File: src/sv/cmfuv_pkg.sv
// ---------------------------------------------------------------------------
// cmfuv_pkg: shared definitions for the cube map face UV block
// Field widths, axis codes and the structs that travel between the
// front end, the divider chain and the output stage.
// ---------------------------------------------------------------------------
package cmfuv_pkg;

   // fixed field widths
   localparam int DIR_W  = 16;   // signed Q1.15 direction component
   localparam int COORD_W = 16;  // unsigned face coordinate field
   localparam int AXIS_W = 2;
   localparam int MAG_W  = 16;   // |component|, up to 32768

   // default fraction bits of the face coordinate
   localparam int COORD_FRAC_BITS_DEF = 16;

   typedef enum logic [AXIS_W-1:0] {
      AXIS_X = 2'd0,
      AXIS_Y = 2'd1,
      AXIS_Z = 2'd2
   } axis_type;

   // face selection results, carried alongside the division
   typedef struct packed {
      axis_type axis;
      logic     major_neg;
      logic     degen;
   } face_type;

   // divisor and running remainders of the two coordinate lanes
   typedef struct packed {
      logic [MAG_W-1:0] mag;
      logic [MAG_W-1:0] rem_u;
      logic [MAG_W-1:0] rem_v;
   } div_type;

endpackage

File: src/sv/cmfuv_req_if.sv
// ---------------------------------------------------------------------------
// cmfuv_req_if: direction request channel
// Valid/ready channel carrying one 3D view direction per transfer.
// ---------------------------------------------------------------------------
interface cmfuv_req_if;
   import cmfuv_pkg::*;

   logic                    valid;
   logic                    ready;
   logic signed [DIR_W-1:0] dir_x;
   logic signed [DIR_W-1:0] dir_y;
   logic signed [DIR_W-1:0] dir_z;

   modport source (output valid, output dir_x, output dir_y, output dir_z, input ready);
   modport sink   (input valid, input dir_x, input dir_y, input dir_z, output ready);
endinterface

File: src/sv/cmfuv_rsp_if.sv
// ---------------------------------------------------------------------------
// cmfuv_rsp_if: face coordinate response channel
// Valid/ready channel carrying one face selection and UV pair per transfer.
// ---------------------------------------------------------------------------
interface cmfuv_rsp_if;
   import cmfuv_pkg::*;

   logic               valid;
   logic               ready;
   logic [COORD_W-1:0] tex_u;
   logic [COORD_W-1:0] tex_v;
   logic [AXIS_W-1:0]  major_axis;
   logic               major_negative;
   logic               degenerate;

   modport source (output valid, output tex_u, output tex_v, output major_axis,
                   output major_negative, output degenerate, input ready);
   modport sink   (input valid, input tex_u, input tex_v, input major_axis,
                   input major_negative, input degenerate, output ready);
endinterface

File: src/sv/cmfuv_front.sv
// ---------------------------------------------------------------------------
// cmfuv_front: face selection and divider setup
// Stage 1 picks the major axis and the two minor components. Stage 2 applies
// the mirror sign and splits each numerator into its integer quotient part
// and the first remainder for the divider chain.
// ---------------------------------------------------------------------------
module cmfuv_front #(
   parameter int COORD_FRAC_BITS = cmfuv_pkg::COORD_FRAC_BITS_DEF
) (
   input  logic                               clock,
   input  logic                               reset,
   input  logic                               in_valid,
   output logic                               in_ready,
   input  logic signed [cmfuv_pkg::DIR_W-1:0] in_x,
   input  logic signed [cmfuv_pkg::DIR_W-1:0] in_y,
   input  logic signed [cmfuv_pkg::DIR_W-1:0] in_z,
   output logic                               out_valid,
   input  logic                               out_ready,
   output cmfuv_pkg::face_type                out_face,
   output cmfuv_pkg::div_type                 out_div,
   output logic [COORD_FRAC_BITS+1:0]         out_q_u,
   output logic [COORD_FRAC_BITS+1:0]         out_q_v
);
   import cmfuv_pkg::*;

   localparam int QW = COORD_FRAC_BITS + 2;   // quotient: 2 integer + fraction
   localparam int SW = MAG_W + 2;              // signed minor term width

   typedef struct packed {
      face_type                face;
      logic [MAG_W-1:0]        mag;
      logic signed [DIR_W-1:0] cu;
      logic signed [DIR_W-1:0] cv;
      logic                    flip;
   } sel_type;

   typedef struct packed {
      logic [1:0]       ip;
      logic [MAG_W-1:0] rem;
   } start_type;

   // magnitude of a Q1.15 component; the most negative code gives 32768
   function automatic logic [MAG_W-1:0] mag_of(input logic signed [DIR_W-1:0] v);
      logic [MAG_W-1:0] raw;
      raw = MAG_W'(v);
      return v[DIR_W-1] ? MAG_W'(~raw + 1'b1) : raw;
   endfunction

   // numerator m + sc, with |sc| <= m: integer part of (m + sc) / m and the
   // remainder below m
   function automatic start_type split_num(input logic signed [SW-1:0] sc,
                                           input logic [MAG_W-1:0] mag);
      logic signed [SW-1:0] mag_ext;
      logic signed [SW-1:0] sum;
      start_type            res;
      mag_ext = SW'({2'b00, mag});
      sum     = mag_ext + sc;
      if (sc[SW-1]) begin
         res.ip  = 2'd0;
         res.rem = sum[MAG_W-1:0];
      end else if (sc == mag_ext) begin
         res.ip  = 2'd2;
         res.rem = '0;
      end else begin
         res.ip  = 2'd1;
         res.rem = sc[MAG_W-1:0];
      end
      return res;
   endfunction

   logic      s1_valid_ff, s1_valid_in;
   sel_type   s1_ff, s1_in;
   logic      s2_valid_ff, s2_valid_in;
   face_type  s2_face_ff, s2_face_in;
   div_type   s2_div_ff, s2_div_in;
   logic [QW-1:0] s2_q_u_ff, s2_q_u_in;
   logic [QW-1:0] s2_q_v_ff, s2_q_v_in;

   logic s1_ready, s2_ready;

   logic [MAG_W-1:0]        abs_x, abs_y, abs_z;
   axis_type                axis;
   logic signed [DIR_W-1:0] major;
   logic [MAG_W-1:0]        mag;
   logic                    pos;
   sel_type                 sel;
   logic signed [SW-1:0]    cu_ext, cv_ext, sc_u, sc_v;
   start_type               st_u, st_v;

   // stage ready chain
   assign s2_ready = !s2_valid_ff || out_ready;
   assign s1_ready = !s1_valid_ff || s2_ready;
   assign in_ready = s1_ready;

   // major axis selection: z only when strictly largest, then y when strictly above x, else x
   always_comb begin
      abs_x = mag_of(in_x);
      abs_y = mag_of(in_y);
      abs_z = mag_of(in_z);
      if (abs_z > abs_x && abs_z > abs_y) begin
         axis  = AXIS_Z;
         major = in_z;
         mag   = abs_z;
      end else if (abs_y > abs_x) begin
         axis  = AXIS_Y;
         major = in_y;
         mag   = abs_y;
      end else begin
         axis  = AXIS_X;
         major = in_x;
         mag   = abs_x;
      end
      pos                 = !major[DIR_W-1] && (major != '0);
      sel.face.axis       = axis;
      sel.face.major_neg  = !pos;
      sel.face.degen      = (mag == '0);
      sel.mag             = mag;
      sel.cu              = (axis == AXIS_X) ? in_z : in_x;
      sel.cv              = (axis == AXIS_Y) ? in_z : in_y;
      sel.flip            = (pos != (axis != AXIS_Z));
   end

   always_comb begin
      s1_valid_in = s1_ready ? in_valid : s1_valid_ff;
      s1_in       = (s1_ready && in_valid) ? sel : s1_ff;
   end

   // mirror sign and divider setup; v is always flipped
   always_comb begin
      cu_ext = SW'(s1_ff.cu);
      cv_ext = SW'(s1_ff.cv);
      sc_u   = s1_ff.flip ? -cu_ext : cu_ext;
      sc_v   = -cv_ext;
      st_u   = split_num(sc_u, s1_ff.mag);
      st_v   = split_num(sc_v, s1_ff.mag);

      s2_valid_in = s2_ready ? s1_valid_ff : s2_valid_ff;
      if (s2_ready && s1_valid_ff) begin
         s2_face_in      = s1_ff.face;
         s2_div_in.mag   = s1_ff.mag;
         s2_div_in.rem_u = st_u.rem;
         s2_div_in.rem_v = st_v.rem;
         s2_q_u_in       = {{(QW-2){1'b0}}, st_u.ip};
         s2_q_v_in       = {{(QW-2){1'b0}}, st_v.ip};
      end else begin
         s2_face_in = s2_face_ff;
         s2_div_in  = s2_div_ff;
         s2_q_u_in  = s2_q_u_ff;
         s2_q_v_in  = s2_q_v_ff;
      end
   end

   always_ff @(posedge clock) begin
      if (reset) begin
         s1_valid_ff <= 1'b0;
         s2_valid_ff <= 1'b0;
      end else begin
         s1_valid_ff <= s1_valid_in;
         s2_valid_ff <= s2_valid_in;
      end
   end

   always_ff @(posedge clock) begin
      s1_ff      <= s1_in;
      s2_face_ff <= s2_face_in;
      s2_div_ff  <= s2_div_in;
      s2_q_u_ff  <= s2_q_u_in;
      s2_q_v_ff  <= s2_q_v_in;
   end

   assign out_valid = s2_valid_ff;
   assign out_face  = s2_face_ff;
   assign out_div   = s2_div_ff;
   assign out_q_u   = s2_q_u_ff;
   assign out_q_v   = s2_q_v_ff;

endmodule

File: src/sv/cmfuv_cell.sv
// ---------------------------------------------------------------------------
// cmfuv_cell: one restoring division step
// Resolves one quotient bit of both coordinate lanes against the shared
// major magnitude and hands remainders and partial quotients to the next cell.
// ---------------------------------------------------------------------------
module cmfuv_cell #(
   parameter int COORD_FRAC_BITS = cmfuv_pkg::COORD_FRAC_BITS_DEF
) (
   input  logic                       clock,
   input  logic                       reset,
   input  logic                       in_valid,
   output logic                       in_ready,
   input  cmfuv_pkg::face_type        in_face,
   input  cmfuv_pkg::div_type         in_div,
   input  logic [COORD_FRAC_BITS+1:0] in_q_u,
   input  logic [COORD_FRAC_BITS+1:0] in_q_v,
   output logic                       out_valid,
   input  logic                       out_ready,
   output cmfuv_pkg::face_type        out_face,
   output cmfuv_pkg::div_type         out_div,
   output logic [COORD_FRAC_BITS+1:0] out_q_u,
   output logic [COORD_FRAC_BITS+1:0] out_q_v
);
   import cmfuv_pkg::*;

   localparam int QW = COORD_FRAC_BITS + 2;

   // doubled remainder compared with the divisor; result stays below it
   function automatic logic [MAG_W:0] div_step(input logic [MAG_W-1:0] rem,
                                               input logic [MAG_W-1:0] mag);
      logic [MAG_W:0] t;
      logic [MAG_W:0] d;
      logic           ge;
      t  = {rem, 1'b0};
      ge = (t >= {1'b0, mag});
      d  = t - {1'b0, mag};
      return ge ? {1'b1, d[MAG_W-1:0]} : {1'b0, t[MAG_W-1:0]};
   endfunction

   logic          valid_ff, valid_in;
   face_type      face_ff, face_in;
   div_type       div_ff, div_in;
   logic [QW-1:0] q_u_ff, q_u_in;
   logic [QW-1:0] q_v_ff, q_v_in;
   logic [MAG_W:0] step_u, step_v;
   logic          load;

   assign in_ready = !valid_ff || out_ready;
   assign load     = in_ready && in_valid;

   // one quotient bit per lane
   always_comb begin
      step_u   = div_step(in_div.rem_u, in_div.mag);
      step_v   = div_step(in_div.rem_v, in_div.mag);
      valid_in = in_ready ? in_valid : valid_ff;
      if (load) begin
         face_in      = in_face;
         div_in.mag   = in_div.mag;
         div_in.rem_u = step_u[MAG_W-1:0];
         div_in.rem_v = step_v[MAG_W-1:0];
         q_u_in       = {in_q_u[QW-2:0], step_u[MAG_W]};
         q_v_in       = {in_q_v[QW-2:0], step_v[MAG_W]};
      end else begin
         face_in = face_ff;
         div_in  = div_ff;
         q_u_in  = q_u_ff;
         q_v_in  = q_v_ff;
      end
   end

   always_ff @(posedge clock) begin
      if (reset) begin
         valid_ff <= 1'b0;
      end else begin
         valid_ff <= valid_in;
      end
   end

   always_ff @(posedge clock) begin
      face_ff <= face_in;
      div_ff  <= div_in;
      q_u_ff  <= q_u_in;
      q_v_ff  <= q_v_in;
   end

   assign out_valid = valid_ff;
   assign out_face  = face_ff;
   assign out_div   = div_ff;
   assign out_q_u   = q_u_ff;
   assign out_q_v   = q_v_ff;

endmodule

File: src/sv/cmfuv_round.sv
// ---------------------------------------------------------------------------
// cmfuv_round: rounding, saturation and output register
// Halves the extended quotient with round-half-up, saturates 1.0 to the
// largest code, clears the coordinates of an all-zero direction and holds
// the result until it is taken.
// ---------------------------------------------------------------------------
module cmfuv_round #(
   parameter int COORD_FRAC_BITS = cmfuv_pkg::COORD_FRAC_BITS_DEF
) (
   input  logic                           clock,
   input  logic                           reset,
   input  logic                           in_valid,
   output logic                           in_ready,
   input  cmfuv_pkg::face_type            in_face,
   input  logic [COORD_FRAC_BITS+1:0]     in_q_u,
   input  logic [COORD_FRAC_BITS+1:0]     in_q_v,
   output logic                           out_valid,
   input  logic                           out_ready,
   output logic [cmfuv_pkg::COORD_W-1:0]  out_u,
   output logic [cmfuv_pkg::COORD_W-1:0]  out_v,
   output logic [cmfuv_pkg::AXIS_W-1:0]   out_axis,
   output logic                           out_neg,
   output logic                           out_degen
);
   import cmfuv_pkg::*;

   localparam int QW = COORD_FRAC_BITS + 2;
   localparam logic [QW-1:0] CODE_MAX = {2'b00, {COORD_FRAC_BITS{1'b1}}};

   // (q + 1) / 2, clamped to the largest code, fitted to the field width
   function automatic logic [COORD_W-1:0] finish(input logic [QW-1:0] q);
      logic [QW:0]           sum;
      logic [QW-1:0]         half;
      logic [QW+COORD_W-1:0] wide;
      sum  = {1'b0, q} + 1'b1;
      half = sum[QW:1];
      if (half > CODE_MAX) begin
         half = CODE_MAX;
      end
      wide = {{COORD_W{1'b0}}, half};
      return wide[COORD_W-1:0];
   endfunction

   logic               valid_ff, valid_in;
   logic [COORD_W-1:0] u_ff, u_in;
   logic [COORD_W-1:0] v_ff, v_in;
   face_type           face_ff, face_in;
   logic               load;

   assign in_ready = !valid_ff || out_ready;
   assign load     = in_ready && in_valid;

   always_comb begin
      valid_in = in_ready ? in_valid : valid_ff;
      if (load) begin
         face_in = in_face;
         u_in    = in_face.degen ? '0 : finish(in_q_u);
         v_in    = in_face.degen ? '0 : finish(in_q_v);
      end else begin
         face_in = face_ff;
         u_in    = u_ff;
         v_in    = v_ff;
      end
   end

   always_ff @(posedge clock) begin
      if (reset) begin
         valid_ff <= 1'b0;
      end else begin
         valid_ff <= valid_in;
      end
   end

   always_ff @(posedge clock) begin
      face_ff <= face_in;
      u_ff    <= u_in;
      v_ff    <= v_in;
   end

   assign out_valid = valid_ff;
   assign out_u     = u_ff;
   assign out_v     = v_ff;
   assign out_axis  = face_ff.axis;
   assign out_neg   = face_ff.major_neg;
   assign out_degen = face_ff.degen;

endmodule

File: src/sv/cube_map_face_uv.sv
// Takes one direction per cycle while the response side is not stalled and
// returns one face result per direction, in order. Two front stages pick the
// major axis and set up the divisions, a chain of COORD_FRAC_BITS division
// cells resolves one quotient bit of u and v in each cell, and a final
// register rounds and saturates. Every stage has its own valid bit, so empty
// stages keep taking requests while a finished response waits to be taken.
// ---------------------------------------------------------------------------
// cube_map_face_uv: cube map direction to face UV
// Selects the cube face of a signed Q1.15 direction and computes the face
// coordinates as unsigned fixed point in [0, 1), with axis and sign flags.
// ---------------------------------------------------------------------------
module cube_map_face_uv #(
   parameter int COORD_FRAC_BITS = cmfuv_pkg::COORD_FRAC_BITS_DEF
) (
   input logic          clock,
   input logic          reset,
   cmfuv_req_if.sink    req_ch,
   cmfuv_rsp_if.source  rsp_ch
);
   import cmfuv_pkg::*;

   localparam int QW    = COORD_FRAC_BITS + 2;
   localparam int CELLS = COORD_FRAC_BITS;

   // chain taps: index 0 is the front end output, CELLS the last cell
   logic          tap_valid [0:CELLS];
   logic          tap_ready [0:CELLS];
   face_type      tap_face  [0:CELLS];
   div_type       tap_div   [0:CELLS];
   logic [QW-1:0] tap_q_u   [0:CELLS];
   logic [QW-1:0] tap_q_v   [0:CELLS];

   // face selection and divider setup
   cmfuv_front #(.COORD_FRAC_BITS(COORD_FRAC_BITS)) u_front (
      .clock     (clock),
      .reset     (reset),
      .in_valid  (req_ch.valid),
      .in_ready  (req_ch.ready),
      .in_x      (req_ch.dir_x),
      .in_y      (req_ch.dir_y),
      .in_z      (req_ch.dir_z),
      .out_valid (tap_valid[0]),
      .out_ready (tap_ready[0]),
      .out_face  (tap_face[0]),
      .out_div   (tap_div[0]),
      .out_q_u   (tap_q_u[0]),
      .out_q_v   (tap_q_v[0])
   );

   // division chain, one quotient bit per cell
   for (genvar k = 0; k < CELLS; k++) begin : g_chain
      cmfuv_cell #(.COORD_FRAC_BITS(COORD_FRAC_BITS)) u_step (
         .clock     (clock),
         .reset     (reset),
         .in_valid  (tap_valid[k]),
         .in_ready  (tap_ready[k]),
         .in_face   (tap_face[k]),
         .in_div    (tap_div[k]),
         .in_q_u    (tap_q_u[k]),
         .in_q_v    (tap_q_v[k]),
         .out_valid (tap_valid[k+1]),
         .out_ready (tap_ready[k+1]),
         .out_face  (tap_face[k+1]),
         .out_div   (tap_div[k+1]),
         .out_q_u   (tap_q_u[k+1]),
         .out_q_v   (tap_q_v[k+1])
      );
   end

   // rounding and response register
   cmfuv_round #(.COORD_FRAC_BITS(COORD_FRAC_BITS)) u_round (
      .clock     (clock),
      .reset     (reset),
      .in_valid  (tap_valid[CELLS]),
      .in_ready  (tap_ready[CELLS]),
      .in_face   (tap_face[CELLS]),
      .in_q_u    (tap_q_u[CELLS]),
      .in_q_v    (tap_q_v[CELLS]),
      .out_valid (rsp_ch.valid),
      .out_ready (rsp_ch.ready),
      .out_u     (rsp_ch.tex_u),
      .out_v     (rsp_ch.tex_v),
      .out_axis  (rsp_ch.major_axis),
      .out_neg   (rsp_ch.major_negative),
      .out_degen (rsp_ch.degenerate)
   );

   // an all-zero direction reports zero coordinates
   a_degen_zero_uv : assert property (@(posedge clock) disable iff (reset)
      (rsp_ch.valid && rsp_ch.degenerate) |-> (rsp_ch.tex_u == '0 && rsp_ch.tex_v == '0))
      else $error("degenerate response with nonzero coordinates");

   // an all-zero direction falls to the x face with a non-positive major
   a_degen_face : assert property (@(posedge clock) disable iff (reset)
      (rsp_ch.valid && rsp_ch.degenerate) |->
         (rsp_ch.major_axis == AXIS_X && rsp_ch.major_negative))
      else $error("degenerate response with wrong face flags");

   // coordinates never exceed the saturated code at narrow fraction widths
   a_coord_sat : assert property (@(posedge clock) disable iff (reset)
      rsp_ch.valid |-> (COORD_FRAC_BITS >= COORD_W) ||
         ((rsp_ch.tex_u >> COORD_FRAC_BITS) == '0 && (rsp_ch.tex_v >> COORD_FRAC_BITS) == '0))
      else $error("face coordinate above saturation code");

   // the last cell hands over a remainder below the divisor
   a_rem_bound : assert property (@(posedge clock) disable iff (reset)
      (tap_valid[CELLS] && !tap_face[CELLS].degen) |->
         (tap_div[CELLS].rem_u < tap_div[CELLS].mag && tap_div[CELLS].rem_v < tap_div[CELLS].mag))
      else $error("division remainder out of range");

endmodule
File: src/flat_wrapper.sv
// flat-port wrapper written by rule: the top's interface ports become plain ports
module cube_map_face_uv_flat import cmfuv_pkg::*;
#(
   parameter int COORD_FRAC_BITS = cmfuv_pkg::COORD_FRAC_BITS_DEF
)
  (clock, reset, req_ch_valid, req_ch_dir_x, req_ch_dir_y, req_ch_dir_z, req_ch_ready, rsp_ch_valid, rsp_ch_tex_u, rsp_ch_tex_v, rsp_ch_major_axis, rsp_ch_major_negative, rsp_ch_degenerate, rsp_ch_ready);
  cmfuv_req_if req_ch_i ();
  cmfuv_rsp_if rsp_ch_i ();
  input logic clock;
  input logic reset;
  input wire logic [$bits(req_ch_i.valid)-1:0] req_ch_valid;
  input wire logic [$bits(req_ch_i.dir_x)-1:0] req_ch_dir_x;
  input wire logic [$bits(req_ch_i.dir_y)-1:0] req_ch_dir_y;
  input wire logic [$bits(req_ch_i.dir_z)-1:0] req_ch_dir_z;
  output wire logic [$bits(req_ch_i.ready)-1:0] req_ch_ready;
  output wire logic [$bits(rsp_ch_i.valid)-1:0] rsp_ch_valid;
  output wire logic [$bits(rsp_ch_i.tex_u)-1:0] rsp_ch_tex_u;
  output wire logic [$bits(rsp_ch_i.tex_v)-1:0] rsp_ch_tex_v;
  output wire logic [$bits(rsp_ch_i.major_axis)-1:0] rsp_ch_major_axis;
  output wire logic [$bits(rsp_ch_i.major_negative)-1:0] rsp_ch_major_negative;
  output wire logic [$bits(rsp_ch_i.degenerate)-1:0] rsp_ch_degenerate;
  input wire logic [$bits(rsp_ch_i.ready)-1:0] rsp_ch_ready;
  assign req_ch_i.valid = req_ch_valid;
  assign req_ch_i.dir_x = req_ch_dir_x;
  assign req_ch_i.dir_y = req_ch_dir_y;
  assign req_ch_i.dir_z = req_ch_dir_z;
  assign req_ch_ready = req_ch_i.ready;
  assign rsp_ch_valid = rsp_ch_i.valid;
  assign rsp_ch_tex_u = rsp_ch_i.tex_u;
  assign rsp_ch_tex_v = rsp_ch_i.tex_v;
  assign rsp_ch_major_axis = rsp_ch_i.major_axis;
  assign rsp_ch_major_negative = rsp_ch_i.major_negative;
  assign rsp_ch_degenerate = rsp_ch_i.degenerate;
  assign rsp_ch_i.ready = rsp_ch_ready;
  cube_map_face_uv #(.COORD_FRAC_BITS(COORD_FRAC_BITS)) u_core (.clock(clock), .reset(reset), .req_ch(req_ch_i), .rsp_ch(rsp_ch_i));
endmodule
File: config.mk
export PLATFORM = sky130hd
export DESIGN_NAME = cube_map_face_uv_flat
export DESIGN_NICKNAME = d
export VERILOG_FILES = /design/src/sv/cmfuv_pkg.sv /design/src/sv/cmfuv_req_if.sv /design/src/sv/cmfuv_rsp_if.sv /design/src/sv/cmfuv_front.sv /design/src/sv/cmfuv_cell.sv /design/src/sv/cmfuv_round.sv /design/src/sv/cube_map_face_uv.sv /design/src/flat_wrapper.sv
export SDC_FILE = /design/constraint.sdc
export NUM_CORES = 2
export LEC_CHECK = 0
export BUFFER_PORTS_ARGS = -buffer_cell sky130_fd_sc_hd__buf_2
export CAP_MARGIN = 25
export CORE_MARGIN = 3
export CORE_UTILIZATION = 45
export DETAILED_ROUTE_END_ITERATION = 12
export GPL_TIMING_DRIVEN = 0
export HOLD_SLACK_MARGIN = 0.02
export PLACE_DENSITY = 0.61
export SYNTH_ARGS = -nofsm -noshare
export SYNTH_HDL_FRONTEND = slang
export SYNTH_SLANG_ARGS = --single-unit
File: constraint.sdc
create_clock -name clock -period 13.2 [get_ports clock]
set_input_delay 1.32 -clock clock [delete_from_list [all_inputs] [get_ports clock]]
set_output_delay 1.32 -clock clock [all_outputs]
set_load 0.01 [all_outputs]
* Word level (Yosys, flattened, before mapping) *
Cells that the tools add are included.

cells by class
  add/sub/neg operators = 41
  $lt $le $gt $ge = 37
  equality and inequality tests = 5
  multiplexer cells = 50
  bitwise gates (word level) = 3
  reduce and logical (&&, ||, !) cells = 64

operators by type and width
  cell                     count
  $ge A17 B16 Y1           32
  $mux W17                 32
  $sub A16 B16 Y16         32
  $mux W16                 13
  $mux W18                 3
  $add A16 B1 Y16 const B  3
  $gt A16 B16 Y1           3
  $not A16 Y16             3
  $add A18 B1 Y19 const B  2
  $eq A18 B17 Y1           2
  $gt A18 B16 Y1 const B   2
  $neg A16 Y18             2
  $add A16 B16 Y16         2
  $logic_and A1 B1 Y1      21
  $logic_not A1 Y1         21
  $logic_or A1 B1 Y1       19
  $logic_not A16 Y1        1
  $reduce_bool A16 Y1      1
  $eq A2 B1 Y1 const B     1
  $logic_not A2 Y1         1
  $mux W2                  1
  $ne A2 B2 Y1 const B     1
  $mux W1                  1
  $ne A1 B1 Y1             1

storage, ports and cells
  register bits after elaboration = 1284
  input bits = 52
  output and inout port bits = 38
  logic and storage cells = 394

* Depth between registers and ports, before layout *
  depth in word-level cells = 21
  depth in mapped cells = 21

* By module *
Synthesis repeated with hierarchy kept, for this count alone.

second synthesis, totals
  cells, all modules = 6938
  area total of the unflattened synthesis = 86872.1 µm²

modules (own cells, without submodules)
  module       times used  cells each  area each (µm²)  sequential area each (µm²)
  cmfuv_cell   16          367         4748.3           2662.6
  cmfuv_front  1           878         8871.0           3313.2
  cmfuv_round  1           188         2028.2           1101.1

* Least setup slack after synthesis *
OpenSTA, ideal clock, no wires.

  path kind = input to register
  start = input rsp_ch_ready
  end = register u_core.g_chain[13].u_step.div_ff (netlist bit u_core.g_chain[13].u_step.out_div[0]), enable pin
  arrival = 7713 ps
  data required time = 12545 ps
  path slack = 4832 ps
  stages = 3
  path buffers = 0
  cells stage by stage = nor2b_1 -> and3_1 -> a21boi_0

on the way
  cells in the longest elaborated chain, start to end = 5

RTL lines
  item                                line                text
  from (decl)                         flat_wrapper.sv:22  input wire logic [$bits(rsp_ch_i.ready)-1:0] rsp_ch_ready;
  $logic_or A1 B1 Y1                  cmfuv_round.sv:50   assign in_ready = !valid_ff || out_ready;
  $logic_or A1 B1 Y1 (3 in series)    cmfuv_cell.sv:48    assign in_ready = !valid_ff || out_ready;
  $logic_and A1 B1 Y1                 cmfuv_cell.sv:49    assign load = in_ready && in_valid;
  via u_core.g_chain[13].u_step.load  cmfuv_cell.sv:46    logic load;
  to (signal assigned)                cmfuv_cell.sv:81    div_ff <= div_in;
  to (decl)                           cmfuv_cell.sv:42    div_type div_ff, div_in;

The timed path passes the listed nets, and every way through them passes these cells.
A chain may end at the register's enable or synchronous reset.

* Worst setup path after layout *
  start = input rsp_ch_ready
  end = output req_ch_ready

on the way
  cells in the longest elaborated chain, start to end = 19

RTL lines
  item                               line                text
  $logic_or A1 B1 Y1                 cmfuv_round.sv:50
  $logic_or A1 B1 Y1 (16 in series)  cmfuv_cell.sv:48
  $logic_or A1 B1 Y1                 cmfuv_front.sv:91   assign s2_ready = !s2_valid_ff || out_ready;
  $logic_or A1 B1 Y1                 cmfuv_front.sv:92   assign s1_ready = !s1_valid_ff || s2_ready;
  to (decl)                          flat_wrapper.sv:15  output wire logic [$bits(req_ch_i.ready)-1:0] req_ch_ready;

No other way between the ends.

==> impl_metrics.json <==
{
  "status": "complete, no violations",
  "cts_tree": "yes",
  "insertion_delay_ps": 800,
  "first_pass_iters": 5,
  "reg2regPathDepth": 14,
  "synth.yosys.seq_area_share_pct": 52.8,
  "synthArstFlopShare_pct": 0,
  "drv_cap": 0,
  "p_per_area_nw_per_um2": 119,
  "final_common_cell": "edfxtp_1",
  "worstPathRequired_ps": 11880,
  "drc": 0,
  "core_sq_um": 159000,
  "io_buffers": 87,
  "critical_path.startpoint_type": "input port",
  "cp.arrival_ps": 4880,
  "wl_per_cell_um": 20.4,
  "synthMuxAreaShare_pct": 4.58,
  "cts_buffer_depth": 3,
  "grt_overflow_total": 0,
  "clkSlewWorstSetupHoldPaths_ps": 60,
  "place_inst": 8657,
  "fmax_mhz": 161,
  "synth_nets": 7060,
  "clock_skew_ps": 57.6,
  "grt_max_degree": 68,
  "crit_fanout": 6,
  "holdBufCountCts": 0,
  "root_buffer": "clkbuf_16",
  "yosys_register_bits": 1284,
  "switchingPower_uw": 2440,
  "rsz0062_at_grt": "false",
  "crit_top_cell": "buf_2",
  "ys_warn_count": 0,
  "postCtsResizedCells": 0,
  "cpPeakStageDelay_ps": 580,
  "h-tree-depth": 4,
  "ant_nets": 0,
  "synth_cells": 6387,
  "syn_to_final_growth_pct": 12.3,
  "multi_input_area_sq_um": 31700,
  "p_sw_share_pct": 25.1,
  "crit_type": "input port to primary output",
  "holdPathStages": 0,
  "crit_path_top_delay_cell": "nor3_1",
  "dp_hpwl_um": 142000,
  "vias": 49258,
  "endpoint_kind": "primary output",
  "ir_drop_mv": 0.110,
  "synthXorXnorAreaFrac_pct": 4.03,
  "synthAdderAreaFrac_pct": 11.1,
  "grtUsageTotal_pct": 21.5,
  "grt_pass1_vias": 48243,
  "tns_ps": 0,
  "synth_cell_types": 93,
  "gp_congestion": 0.916,
  "clockPowerShare_pct": 41.4,
  "dieArea_sq_um": 166000,
  "synth_compound_area_share_pct": 12.8,
  "drt_wl_total_um": 182000,
  "final_cell_mix": "edfxtp_1, inv_1, nor2_1, ha_1, a21oi_1",
  "hold_class": "flop to flop",
  "drive_above_1_share_pct": 10.8,
  "p_leak_uw": 0.0309,
  "syn_avg_cell_area_sq_um": 11.4,
  "intPower_uw": 7290,
  "ys.flop_type": "edfxtp_1",
  "antenna_found_initial": 3,
  "hold_violations": 0,
  "finalCritPeriodShare_pct": 47.0,
  "fin_cells": 8920,
  "cts_num_sinks": 1284,
  "drv_slew": 0,
  "min_period_ps": 6200,
  "nets": 7329,
  "cts_setup_buffers": 0,
  "syn_area_sq_um": 72700,
  "grt_first_pass_wirelength_um": 279000,
  "rows": 146,
  "synthSimpleGateAreaFrac_pct": 10.9,
  "die_w_um": 408,
  "slew_headroom_pct": 24.3,
  "crit_buf_inv": 3,
  "p_comb_share_pct": 11.1,
  "setup_viol": 0,
  "ioPinCount": 90,
  "worst-path-stages": 11,
  "detail_route.vias_per_cell": 5.52,
  "cp_cell_sequence": "buf_2, nor2b_1, and3_1, and3_1, nand2_1, nor3_1, buf_2, nand3_1, nor2_1, nand3_1, buf_2",
  "start_util_pct": 45.6,
  "p_seq_share_pct": 47.5,
  "synth-edff-count": 1265,
  "cp_top_family": "simple AND/OR/NAND/NOR gates",
  "drt_iter0_markers": 3714,
  "fillers": 13849,
  "synth_top_family_by_area": "compound AO/OA/AOI/OAI gates",
  "dieHeight_um": 408,
  "worstMarginPinSlew_ps": 1130,
  "numCtsBuffers": 143,
  "final-seq-area_sq_um": 38400
}
-- cell usage after synthesis (37+ instances only) --
| cell type | instances | area [sq um] |
|---|---|---|
| and3_1 | 48 | 300 |
| or2_2 | 40 | 250 |
| clkbuf_1 | 89 | 334 |
| o211ai_1 | 37 | 278 |
| nor2_1 | 621 | 2330 |
| o21a_1 | 89 | 668 |
| xor2_1 | 102 | 893 |
| or3_1 | 67 | 419 |
| a21oi_1 | 412 | 2060 |
| inv_1 | 624 | 2340 |
| a31oi_1 | 53 | 332 |
| mux2_2 | 267 | 3010 |
| nor3_1 | 102 | 510 |
| xnor2_1 | 222 | 1940 |
| a21boi_0 | 131 | 983 |
| nand2_1 | 327 | 1230 |
| ha_1 | 589 | 7370 |
| o31ai_1 | 79 | 593 |
| edfxtp_1 | 1265 | 38000 |
| nand2b_1 | 51 | 319 |
| nand4_1 | 93 | 582 |
| nand3_1 | 128 | 641 |
| nor2b_1 | 117 | 732 |
| o21ai_0 | 373 | 1870 |
-- state kept, by name (all words and copies together) (netlist names), 2 cells and up --
name	cells
u_core.g_chain.u_step.out_div	720
u_core.g_chain.u_step.out_face	64
u_core.g_chain.u_step.out_q_u	168
u_core.g_chain.u_step.out_q_v	168
u_core.g_chain.u_step.out_valid	16
u_core.u_front.cu_ext	16
u_core.u_front.cv_ext	16
u_core.u_front.out_div	48
u_core.u_front.out_face	4
u_core.u_front.out_q_u	2
u_core.u_front.out_q_v	2
u_core.u_front.s1_ff	21
u_core.u_round.out_axis	2
u_core.u_round.out_u	16
u_core.u_round.out_v	16
-- per-layer routing --
metal | global-route usage, % | part of all wire (%) | routed length (um) | vias up
li1 | - | - | - | 24074
met5 | 0 | 0.0072 | 13 | -
met1 | 28.2 | 44 | 80500 | 23803
met2 | 36.4 | 48 | 86800 | 1092
met3 | 3.02 | 4.4 | 7980 | 287
met4 | 7.65 | 3.5 | 6420 | 2
-- power groups by stage --
stage          sequential [uW]  clock [uW]  combinational (uW)
6_report                  4620        4030                1080
4_1_cts                   4620        4130                1060
3_3_place_gp              4710           0                1040
5_1_grt                   4630        4310                1190
2_1_floorplan             4670           0                 784
3_5_place_dp              4700           0                1050
-- worst paths after layout --
| path | from | to | slack [ps] |
|---|---|---|---|
| worst max register to register | u_core.g_chain[8].u_step.out_div[33]$_DFFE_PP_ | u_core.g_chain[9].u_step.out_div[11]$_DFFE_PP_ | 8100 |
| worst min-delay path | u_core.g_chain[1].u_step.out_q_v[1]$_DFFE_PP_ | u_core.g_chain[2].u_step.out_q_v[2]$_DFFE_PP_ | 390 |
| worst min register to register | u_core.g_chain[1].u_step.out_q_v[1]$_DFFE_PP_ | u_core.g_chain[2].u_step.out_q_v[2]$_DFFE_PP_ | 390 |
| worst max-delay path | rsp_ch_ready | req_ch_ready | 7000 |
-- cells by family after synthesis --
logic type | count (synthesis)
buffers and inverters | 729
adder cells (fa/ha/maj) | 625
flip-flops | 1284
AND/OR/NAND/NOR | 1673
XOR/XNOR | 329
multiplexers | 299
AO/OA/AOI/OAI | 1448
-- metrics by stage --
step | hold WS (ps) | utilization [%] | setup WS, ps | cell area [sq um] | total power, uW
CTS | 392 | 51.2 | 6930 | 81600 | 9820
global placement | 401 | 47.5 | 1320 | 75800 | 5750
detailed placement | 405 | 48.1 | 6390 | 76700 | 5760
finish | 390 | 51.2 | 7000 | 81600 | 9730
global route | 395 | 51.2 | 6700 | 81600 | 10100
floorplan | 400 | - | 4830 | 72700 | 5460
-- area by class of cell --
cell class / instances / share of cell area [%]
Antenna cell: 3 / 0.00920
Buffer: 104 / 0.508
Clock buffer: 165 / 4.50
Clock inverter: 95 / 1.47
Inverter: 625 / 2.87
Multi-Input combinational cell: 4374 / 38.9
Sequential cell: 1284 / 47.0
Tap cell: 2146 / 3.29
Timing Repair Buffer: 124 / 1.47
-- worst reg2reg max path, stage by stage (launching register included) --
cell and delay (ps):
edfxtp_1 480, inv_1 120, ha_1 240, nor2b_1 130
o21ai_0 220, a21boi_0 150, o21ai_0 250, a21boi_0 200
o211ai_1 290, a31oi_1 280, o211ai_1 280, nand2_1 120
a31oi_1 800, clkbuf_1 790, mux2_2 460
Power figures use the tool's default switching activity.
